--- src/hdl/qpd_pkg.sv ---
// Shared types, constants and the transition table of the quadrature position decoder.
package qpd_pkg;

  // Direction codes, as reported on the result channel.
  typedef enum logic [1:0] {
    DIR_NONE = 2'd0,
    DIR_CW   = 2'd1,
    DIR_CCW  = 2'd2
  } dir_t;

  // Configuration register indexes (byte address bits [4:2]).
  localparam logic [2:0] REG_DEBOUNCE  = 3'd0;
  localparam logic [2:0] REG_ACCEL_EN  = 3'd1;
  localparam logic [2:0] REG_ACCEL_THR = 3'd2;
  localparam logic [2:0] REG_LIMIT_EN  = 3'd3;
  localparam logic [2:0] REG_MIN_LIMIT = 3'd4;
  localparam logic [2:0] REG_MAX_LIMIT = 3'd5;

  localparam int unsigned ADDR_BITS = 5;
  localparam int unsigned DATA_BITS = 32;

  // Field widths of the registers.
  localparam int unsigned DEBOUNCE_BITS = 16;
  localparam int unsigned THR_BITS      = 12;
  localparam int unsigned LIMIT_BITS    = 32;
  localparam int unsigned STAMP_BITS    = 32;
  localparam int unsigned POS_OUT_BITS  = 32;

  // Default sizes of the position counter and the time stamps.
  localparam int unsigned POSITION_BITS_DEF = 32;
  localparam int unsigned TIME_BITS_DEF     = 32;

  // Reset values of the registers.
  localparam logic [DEBOUNCE_BITS-1:0] DEBOUNCE_RST = 16'd2;
  localparam logic [THR_BITS-1:0]      THR_RST      = 12'd60;

  // Speed is SPEED_NUM / elapsed; thresholds are turned into elapsed-time bounds.
  localparam int unsigned SPEED_NUM  = 3000;
  localparam int unsigned SPEED_FAST = 200;
  localparam int unsigned SPEED_MID  = 120;
  localparam int unsigned EL_FAST_MAX = SPEED_NUM / (SPEED_FAST + 1);
  localparam int unsigned EL_MID_MAX  = SPEED_NUM / (SPEED_MID + 1);
  localparam int unsigned EL_BITS     = 12;
  localparam int unsigned PROD_BITS   = THR_BITS + 1 + EL_BITS;

  // Step sizes.
  localparam logic [3:0] STEP_1 = 4'd1;
  localparam logic [3:0] STEP_2 = 4'd2;
  localparam logic [3:0] STEP_4 = 4'd4;
  localparam logic [3:0] STEP_8 = 4'd8;

  // Gray-code transition table indexed by previous and current {clk, dt}.
  function automatic dir_t trans_dir(input logic [1:0] prev, input logic [1:0] cur);
    dir_t d;
    case ({prev, cur})
      4'b0001: d = DIR_CCW;
      4'b0010: d = DIR_CW;
      4'b0100: d = DIR_CW;
      4'b0111: d = DIR_CCW;
      4'b1000: d = DIR_CCW;
      4'b1011: d = DIR_CW;
      4'b1101: d = DIR_CW;
      4'b1110: d = DIR_CCW;
      default: d = DIR_NONE;
    endcase
    return d;
  endfunction

endpackage

--- src/hdl/quadrature_position_decoder_core.sv ---
// Quadrature position decoder: sample decode, debounce, acceleration, position count and clamp.
//
// The input channel carries one sample per beat: the two encoder line levels and a
// millisecond time stamp. The result channel returns one beat per sample: the position
// after the sample, the last direction and a flag for a counted step.
// A sample is first captured in an input register. Combinational logic then decodes the
// Gray-code transition, checks the debounce time, picks the step size from elapsed time
// and updates and clamps the position; the result lands in the output register.
// Throughput is one sample per cycle unless the receiver stalls; the limit is the single
// compute stage, whose state update (position, stamps, pins) feeds the next sample directly.
// When the receiver stalls, the held result stays put and the input register can still
// take one more sample; further input is stalled until the output frees up.
// Configuration goes through the APB-style port at byte address 4*index; writes apply
// at the access cycle and pready is always high. Writing accel_enable as 0 resets the
// step size to one.
// Reset (rst_n low, synchronous) restores register defaults, clears both pipeline
// registers and sets pins to both high, position to zero and direction to none.
module quadrature_position_decoder_core #(
  parameter int unsigned POSITION_BITS = qpd_pkg::POSITION_BITS_DEF,
  parameter int unsigned TIME_BITS     = qpd_pkg::TIME_BITS_DEF
) (
  input  logic                                clk,
  input  logic                                rst_n,
  // Sample channel
  input  logic                                in_valid,
  output logic                                in_stall,
  input  logic                                in_clk_level,
  input  logic                                in_dt_level,
  input  logic [qpd_pkg::STAMP_BITS-1:0]      in_now_time,
  // Result channel
  output logic                                out_valid,
  input  logic                                out_stall,
  output logic signed [qpd_pkg::POS_OUT_BITS-1:0] out_position_out,
  output logic [1:0]                          out_direction_out,
  output logic                                out_moved,
  // Configuration port
  input  logic                                psel,
  input  logic                                penable,
  input  logic                                pwrite,
  input  logic [qpd_pkg::ADDR_BITS-1:0]       paddr,
  input  logic [qpd_pkg::DATA_BITS-1:0]       pwdata,
  output logic [qpd_pkg::DATA_BITS-1:0]       prdata,
  output logic                                pready
);

  localparam int unsigned CW = (POSITION_BITS > qpd_pkg::LIMIT_BITS) ?
                               POSITION_BITS : qpd_pkg::LIMIT_BITS;

  // Configuration registers.
  logic [qpd_pkg::DEBOUNCE_BITS-1:0]       debounce_r;
  logic                                    accel_en_r;
  logic [qpd_pkg::THR_BITS-1:0]            thr_r;
  logic                                    limit_en_r;
  logic signed [qpd_pkg::LIMIT_BITS-1:0]   min_limit_r;
  logic signed [qpd_pkg::LIMIT_BITS-1:0]   max_limit_r;

  // Decoder state.
  logic [1:0]                              prev_pins_r;
  logic [POSITION_BITS-1:0]                position_r;
  qpd_pkg::dir_t                           last_dir_r;
  logic [3:0]                              step_size_r;
  logic [TIME_BITS-1:0]                    last_step_time_r;
  logic [TIME_BITS-1:0]                    last_rot_r;

  // Input register.
  logic                                    s1_vld_r;
  logic                                    s1_clk_r;
  logic                                    s1_dt_r;
  logic [TIME_BITS-1:0]                    s1_now_r;

  // Output register.
  logic                                    out_vld_r;
  logic signed [qpd_pkg::POS_OUT_BITS-1:0] pos_out_r;
  logic [1:0]                              dir_out_r;
  logic                                    moved_r;

  // Handshake and compute signals.
  logic                                    cfg_wr;
  logic                                    in_accept;
  logic                                    out_free;
  logic                                    fire;
  logic [1:0]                              pins;
  logic [TIME_BITS-1:0]                    el_step;
  logic [TIME_BITS-1:0]                    el_rot;
  logic                                    pass;
  qpd_pkg::dir_t                           dir;
  logic                                    count;
  logic [qpd_pkg::THR_BITS:0]              thr_p1;
  logic [qpd_pkg::PROD_BITS-1:0]           prod;
  logic                                    in_range;
  logic                                    above_thr;
  logic [3:0]                              step_new;
  logic [3:0]                              step_use;
  logic [POSITION_BITS-1:0]                pos_step;
  logic signed [CW-1:0]                    pos_wide;
  logic signed [CW-1:0]                    lo_wide;
  logic signed [CW-1:0]                    hi_wide;
  logic [POSITION_BITS-1:0]                pos_clamp;
  logic [1:0]                              prev_pins_nxt;
  logic [POSITION_BITS-1:0]                position_nxt;
  qpd_pkg::dir_t                           last_dir_nxt;
  logic [3:0]                              step_size_nxt;
  logic [TIME_BITS-1:0]                    last_step_time_nxt;
  logic [TIME_BITS-1:0]                    last_rot_nxt;
  logic signed [CW-1:0]                    out_wide;

  // Channel control.
  assign cfg_wr    = psel & penable & pwrite & pready;
  assign out_free  = !out_vld_r || !out_stall;
  assign fire      = s1_vld_r && out_free;
  assign in_stall  = s1_vld_r && !out_free;
  assign in_accept = in_valid && !in_stall;
  assign pready    = 1'b1;

  assign out_valid         = out_vld_r;
  assign out_position_out  = pos_out_r;
  assign out_direction_out = dir_out_r;
  assign out_moved         = moved_r;

  // Register read-back.
  always_comb begin
    case (paddr[qpd_pkg::ADDR_BITS-1:2])
      qpd_pkg::REG_DEBOUNCE:  prdata = qpd_pkg::DATA_BITS'(debounce_r);
      qpd_pkg::REG_ACCEL_EN:  prdata = qpd_pkg::DATA_BITS'(accel_en_r);
      qpd_pkg::REG_ACCEL_THR: prdata = qpd_pkg::DATA_BITS'(thr_r);
      qpd_pkg::REG_LIMIT_EN:  prdata = qpd_pkg::DATA_BITS'(limit_en_r);
      qpd_pkg::REG_MIN_LIMIT: prdata = qpd_pkg::DATA_BITS'(min_limit_r);
      qpd_pkg::REG_MAX_LIMIT: prdata = qpd_pkg::DATA_BITS'(max_limit_r);
      default:                prdata = '0;
    endcase
  end

  // Debounce gate and transition decode.
  assign pins    = {s1_clk_r, s1_dt_r};
  assign el_step = s1_now_r - last_step_time_r;
  assign el_rot  = s1_now_r - last_rot_r;
  assign pass    = (el_step >= TIME_BITS'(debounce_r)) && (pins != prev_pins_r);
  assign dir     = qpd_pkg::trans_dir(prev_pins_r, pins);
  assign count   = pass && (dir != qpd_pkg::DIR_NONE);

  // Speed above threshold means (threshold + 1) * elapsed <= SPEED_NUM.
  assign in_range  = el_rot <= TIME_BITS'(qpd_pkg::SPEED_NUM);
  assign thr_p1    = {1'b0, thr_r} + (qpd_pkg::THR_BITS+1)'(1);
  assign prod      = qpd_pkg::PROD_BITS'(thr_p1) *
                     qpd_pkg::PROD_BITS'(el_rot[qpd_pkg::EL_BITS-1:0]);
  assign above_thr = in_range && (prod <= qpd_pkg::PROD_BITS'(qpd_pkg::SPEED_NUM));

  // Step size selection; zero elapsed time keeps the previous size.
  always_comb begin
    step_new = step_size_r;
    if (el_rot != '0) begin
      if (above_thr) begin
        if (el_rot <= TIME_BITS'(qpd_pkg::EL_FAST_MAX)) begin
          step_new = qpd_pkg::STEP_8;
        end else if (el_rot <= TIME_BITS'(qpd_pkg::EL_MID_MAX)) begin
          step_new = qpd_pkg::STEP_4;
        end else begin
          step_new = qpd_pkg::STEP_2;
        end
      end else begin
        step_new = qpd_pkg::STEP_1;
      end
    end
  end

  assign step_use = accel_en_r ? step_new : qpd_pkg::STEP_1;

  // Position update with wrap, then optional clamp (below-minimum test wins).
  assign pos_step = (dir == qpd_pkg::DIR_CW) ? position_r + POSITION_BITS'(step_use)
                                             : position_r - POSITION_BITS'(step_use);
  assign pos_wide = CW'($signed(pos_step));
  assign lo_wide  = CW'(min_limit_r);
  assign hi_wide  = CW'(max_limit_r);

  always_comb begin
    pos_clamp = pos_step;
    if (limit_en_r) begin
      if (pos_wide < lo_wide) begin
        pos_clamp = lo_wide[POSITION_BITS-1:0];
      end else if (hi_wide < pos_wide) begin
        pos_clamp = hi_wide[POSITION_BITS-1:0];
      end
    end
  end

  // Next state for one sample.
  always_comb begin
    prev_pins_nxt      = prev_pins_r;
    position_nxt       = position_r;
    last_dir_nxt       = last_dir_r;
    step_size_nxt      = step_size_r;
    last_step_time_nxt = last_step_time_r;
    last_rot_nxt       = last_rot_r;
    if (pass) begin
      prev_pins_nxt = pins;
    end
    if (count) begin
      position_nxt       = pos_clamp;
      last_dir_nxt       = dir;
      last_step_time_nxt = s1_now_r;
      last_rot_nxt       = s1_now_r;
      if (accel_en_r) begin
        step_size_nxt = step_new;
      end
    end
  end

  assign out_wide = CW'($signed(position_nxt));

  // Configuration registers and decoder state.
  always_ff @(posedge clk) begin
    if (!rst_n) begin
      debounce_r       <= qpd_pkg::DEBOUNCE_RST;
      accel_en_r       <= 1'b0;
      thr_r            <= qpd_pkg::THR_RST;
      limit_en_r       <= 1'b0;
      min_limit_r      <= '0;
      max_limit_r      <= '0;
      prev_pins_r      <= 2'b11;
      position_r       <= '0;
      last_dir_r       <= qpd_pkg::DIR_NONE;
      step_size_r      <= qpd_pkg::STEP_1;
      last_step_time_r <= '0;
      last_rot_r       <= '0;
    end else begin
      if (fire) begin
        prev_pins_r      <= prev_pins_nxt;
        position_r       <= position_nxt;
        last_dir_r       <= last_dir_nxt;
        last_step_time_r <= last_step_time_nxt;
        last_rot_r       <= last_rot_nxt;
      end
      // Turning acceleration off drops the step size back to one.
      if (cfg_wr && (paddr[qpd_pkg::ADDR_BITS-1:2] == qpd_pkg::REG_ACCEL_EN) && !pwdata[0]) begin
        step_size_r <= qpd_pkg::STEP_1;
      end else if (fire) begin
        step_size_r <= step_size_nxt;
      end
      if (cfg_wr) begin
        case (paddr[qpd_pkg::ADDR_BITS-1:2])
          qpd_pkg::REG_DEBOUNCE:  debounce_r  <= pwdata[qpd_pkg::DEBOUNCE_BITS-1:0];
          qpd_pkg::REG_ACCEL_EN:  accel_en_r  <= pwdata[0];
          qpd_pkg::REG_ACCEL_THR: thr_r       <= pwdata[qpd_pkg::THR_BITS-1:0];
          qpd_pkg::REG_LIMIT_EN:  limit_en_r  <= pwdata[0];
          qpd_pkg::REG_MIN_LIMIT: min_limit_r <= $signed(pwdata[qpd_pkg::LIMIT_BITS-1:0]);
          qpd_pkg::REG_MAX_LIMIT: max_limit_r <= $signed(pwdata[qpd_pkg::LIMIT_BITS-1:0]);
          default: ;
        endcase
      end
    end
  end

  // Input register: takes a beat whenever it is empty or draining this cycle.
  always_ff @(posedge clk) begin
    if (!rst_n) begin
      s1_vld_r <= 1'b0;
    end else if (in_accept) begin
      s1_vld_r <= 1'b1;
    end else if (fire) begin
      s1_vld_r <= 1'b0;
    end
  end

  always_ff @(posedge clk) begin
    if (in_accept) begin
      s1_clk_r <= in_clk_level;
      s1_dt_r  <= in_dt_level;
      s1_now_r <= TIME_BITS'(in_now_time);
    end
  end

  // Output register: loads the result beat, holds it while stalled.
  always_ff @(posedge clk) begin
    if (!rst_n) begin
      out_vld_r <= 1'b0;
    end else if (fire) begin
      out_vld_r <= 1'b1;
    end else if (!out_stall) begin
      out_vld_r <= 1'b0;
    end
  end

  always_ff @(posedge clk) begin
    if (fire) begin
      pos_out_r <= out_wide[qpd_pkg::POS_OUT_BITS-1:0];
      dir_out_r <= 2'(last_dir_nxt);
      moved_r   <= count;
    end
  end

  // A counted step always reports a direction.
  a_moved_has_dir: assert property (@(posedge clk) disable iff (!rst_n)
    (out_valid && out_moved) |-> (out_direction_out != 2'(qpd_pkg::DIR_NONE)))
    else $error("result beat with a counted step carries no direction");

  // The step size is always one of 1, 2, 4 or 8.
  a_step_onehot: assert property (@(posedge clk) disable iff (!rst_n)
    $onehot(step_size_r))
    else $error("step size is not a power of two");

  // Without acceleration the step size stays at one.
  a_step_unit: assert property (@(posedge clk) disable iff (!rst_n)
    !accel_en_r |-> (step_size_r == qpd_pkg::STEP_1))
    else $error("step size differs from one with acceleration off");

  // Input stalls only when the input register holds a beat that cannot move on.
  a_stall_cause: assert property (@(posedge clk) disable iff (!rst_n)
    in_stall |-> (s1_vld_r && out_vld_r && out_stall))
    else $error("input stalled without a blocked beat");

  // A sample that counts a step records its time stamp.
  a_stamp_update: assert property (@(posedge clk) disable iff (!rst_n)
    (fire && count) |=> (last_step_time_r == $past(s1_now_r)))
    else $error("step time not recorded for a counted step");

endmodule

--- config.mk ---
export PLATFORM = sky130hd
export DESIGN_NAME = quadrature_position_decoder_core
export DESIGN_NICKNAME = d
export VERILOG_FILES = /design/src/hdl/qpd_pkg.sv /design/src/hdl/quadrature_position_decoder_core.sv
export SDC_FILE = /design/constraint.sdc
export NUM_CORES = 1
export LEC_CHECK = 0
export BUFFER_PORTS_ARGS = -buffer_cell sky130_fd_sc_hd__buf_2
export CAP_MARGIN = 10
export CORE_MARGIN = 1.5
export CORE_UTILIZATION = 60
export CTS_BUF_LIST = sky130_fd_sc_hd__clkbuf_16
export DETAILED_ROUTE_END_ITERATION = 6
export GPL_TIMING_DRIVEN = 0
export PLACE_DENSITY_LB_ADDON = 0.3
export SLEW_MARGIN = 20
export SYNTH_ARGS = -nofsm -noshare
export SYNTH_HDL_FRONTEND = slang
export SYNTH_SLANG_ARGS = --single-unit
--- constraint.sdc ---
create_clock -name clk -period 39.4 [get_ports clk]
set_input_delay 1.97 -clock clk [delete_from_list [all_inputs] [get_ports clk]]
set_output_delay 1.97 -clock clk [all_outputs]
set_load 0.03 [all_outputs]
==> results.md <==
- Outcome: finished, final reports clean
- Commonest non-fill, non-tap cells in the layout: nand2_1 (435), inv_1 (295), ha_1 (204)
- Core box area: 0.0346 mm²
- Combinational Power Share: 64.2%
- IO Count: 148
- Dominant cell type by area after synthesis: dfxtp_1
- Fin. Hold Viols: 0
- Clock transition at path regs: 0.06 ns
- Top FF cell, synth: dfxtp_1
- Max-slew headroom: a little over a fifth
- Yosys cell types: 90
- Crit-path slowest cell: nor2_1
- Antenna violations before repair: 0
- Vias: 19700
- TNS Setup: 0 ns
- Worst-path fanout max: 10
- R2R setup slack: 23.17 ns
- Area grow syn2layout: 10.6%
- Overflow after GRT: 0
- DR DRC count: 0
- Max Clock Freq: 61.6 MHz
- Flops & latches, synth: 237
- Share of the synthesized area in the top cell type: 15.9%
- Ranking of synthesized cells by area: dfxtp_1 (16%), ha_1 (12%), fa_1 (11%), edfxtp_1 (9.8%), nand2_1 (7.7%)
- Clock tree buffer depth: 3
- Pre-antenna DRT Iters: 6
- Reg2Reg Depth: 56
- Worst hold-check path type: reg -> reg
- Worst IR Drop VDD: 0.145 mV
- Crit. End Element: register
- Sw Ratio: 47.4%
- Synthesized area: 0.0212 mm²
- Global Route Usage Sum: 35.1%
- Hold Crit Start: last_rot_r[18]
- Crit path max-delay family: compound AO/OA/AOI/OAI gates
- Critical Path AT: 16.54 ns
- # setup viols final: 0
- Tightest Pin Transition: about 1.2 ns
- Routed Antenna Nets: 0
- Via/cell ratio: slightly above 6
- Crit Path Category: reg -> reg
- Delay of the slowest critical-path stage: 0.75 ns
- Die width: 191 µm
- Hold buffer count at cts: 0
- Setup WS pre-CTS: roughly 23 ns
- Post-synth EDFFs: 69
- Vias in the first global route: 19300
- Max-cap violations: 0
- CTS H-tree depth: 1
- Asr flop ratio synth: 0%
- Int Power: 792 µW
- PwrDens: 64.2 mW/mm²
- Max Slew Vio Count: 0
- Min-Delay Endpoint: last_rot_r[18]
- Total CTS buffers: 27
- CP Buf/Inv Count: 10
- Final setup margin: ~23 ns
- Antenna fix cells: 0
- Register area share after synthesis: 25.6%
- Post-layout nets: 3144
- Reg2reg end: out_position_out[25]
- First-pass GRT wire length: 100000 µm
- CTS resizes: 0
- Commonest non-fill, non-tap cell in the layout: nand2_1
- Setup Skew: 0.0183 ns
- Worst R2R Start: s1_now_r[0]
- Full die area: 0.0365 mm²
- CTS tree: done
- Post-layout min period: around 16 ns
- Initial Util: 61.2%
- Die Span Y: between 150 and 200 µm
- RePlAce Congestion: 1.00
- Mapped Cells: 2575
- RSZ-0062 raised after global routing: no
- IO buf count: between 100 and 150
- DP HPWL: 50900 µm
- Static leakage: 0.0102 µW
- Worst skew pair latency: approximately 0.57 ns
- Power share of the sequential group: 18.5%
- Hold WS: 0.478 ns
- Worst Setup Start Kind: register
- Syn nets: 2969
- WL final: 63900 µm
- Synth Warn #: 0
- Hold path depth: 2
- Post-CTS Setup Bufs: 0
- Clk root buf: clkbuf_16
- Filler cell count: 2946
- Share of layout cells above drive strength 1: 8.81%
- Worst EP required: just under 40 ns
- Syn avg cell area: 8.23 µm²
- Wirelength per Cell: 19.8 µm
- FP Rows: 68
- Sw Pwr: around 700 µW
- Largest net degree at the start of global routing: 38
- Crit share post-route: around 41%
- CTS Sinks: 237
- Drt first-iter violations: 1583
- Clock power share: about 17%
-- flip-flops by register name (all words and copies together) (netlist names) --
| signal | cells |
|---|---|
| hi_wide | 32 |
| last_rot_r | 32 |
| lo_wide | 32 |
| out_position_out | 32 |
| position_r | 32 |
| s1_now_r | 32 |
| debounce_r | 16 |
| thr_r | 12 |
| step_size_r | 4 |
| last_dir_r | 2 |
| out_direction_out | 2 |
| prev_pins_r | 2 |
| accel_en_r | 1 |
| limit_en_r | 1 |
| out_moved | 1 |
| out_valid | 1 |
| s1_clk_r | 1 |
| s1_dt_r | 1 |
| s1_vld_r | 1 |
-- logic make-up after synthesis --
kind of cell	Yosys count	synth area share, %
buf+inv	414	7.42
fa+ha+maj	317	22.7
other cells	1	0.0177
flops	237	25.6
xor+xnor	78	3.29
compound gates	666	21.3
mux	55	2.65
simple gates	807	17.1
-- power by group through the flow --
stage,clock (µW),combinational (µW),sequential [µW]
after floorplan,0,702,290
after global placement,0,918,283
after detailed placement,0,951,283
after CTS,263,960,278
after global routing,272,1070,279
final,261,966,278
-- Yosys cell counts, types with 17 or more instances --
library cell and instances:
nand2b_1 22, nand3_1 45, nor2_1 134, nand2_1 435, o21ai_0 136, a21o_1 38, o211ai_1 17, nand4_1 19
clkbuf_1 99, o22ai_1 25, inv_1 291, nor3_1 26, a211oi_1 23, a221oi_1 19, and2_1 41, xor2_1 32
o21a_1 25, dfxtp_1 168, a21oi_1 121, xnor2_1 45, ha_1 204, a21boi_0 121, nor2b_1 21, fa_1 112
edfxtp_1 69, mux2i_1 46
-- final cells by class --
cell class              instances  area, µm²  share of cell area (%)
multi-input cells            1924      14200                    60.6
well taps                     455        569                    2.43
clock inverters                22        210                   0.896
clock buffers                  28        701                    2.99
inverters                     294       1100                    4.71
repair buffers                146        759                    3.24
plain buffers                 120        469                    2.00
flip-flops and latches        237       5440                    23.2
-- worst min-delay path, stage by stage (launching register included) --
cell and delay [ns]:
dfxtp_1 0.30, o21ai_0 0.06, a21boi_0 0.07
-- worst max path at each step --
stage,from,endpoint,slack (ns),depth (start not counted)
2_1_floorplan,s1_now_r[0],out_position_out[21],26.39,55
3_3_place_gp,s1_now_r[0],out_position_out[21],23.08,58
3_5_place_dp,s1_now_r[0],out_position_out[21],23.46,56
4_1_cts,s1_now_r[0],out_position_out[21],23.42,56
5_1_grt,s1_now_r[0],out_position_out[25],22.37,56
6_report,s1_now_r[0],out_position_out[25],23.17,56
-- stage by stage --
step / utilization [%] / std cells / power, µW / area (µm²)
after global placement: 65.0 / 3174 / 1200 / 22500
final: 67.7 / 3226 / 1510 / 23500
after floorplan: - / 2575 / 992 / 21200
after detailed placement: 65.1 / 3176 / 1230 / 22500
after CTS: 67.7 / 3226 / 1500 / 23500
after global routing: 67.7 / 3226 / 1630 / 23500
-- layer usage --
layer / vias up / GRT usage (%) / routed length, µm
met2: 837 / 59.9 / 30100
met3: 213 / 3.27 / 4120
met4: 0 / 21.3 / 4080
met5: - / 0 / 0
met1: 9394 / 42.9 / 25600
li1: 9234 / - / -
No activity file was read; power rests on OpenSTA's default activity.
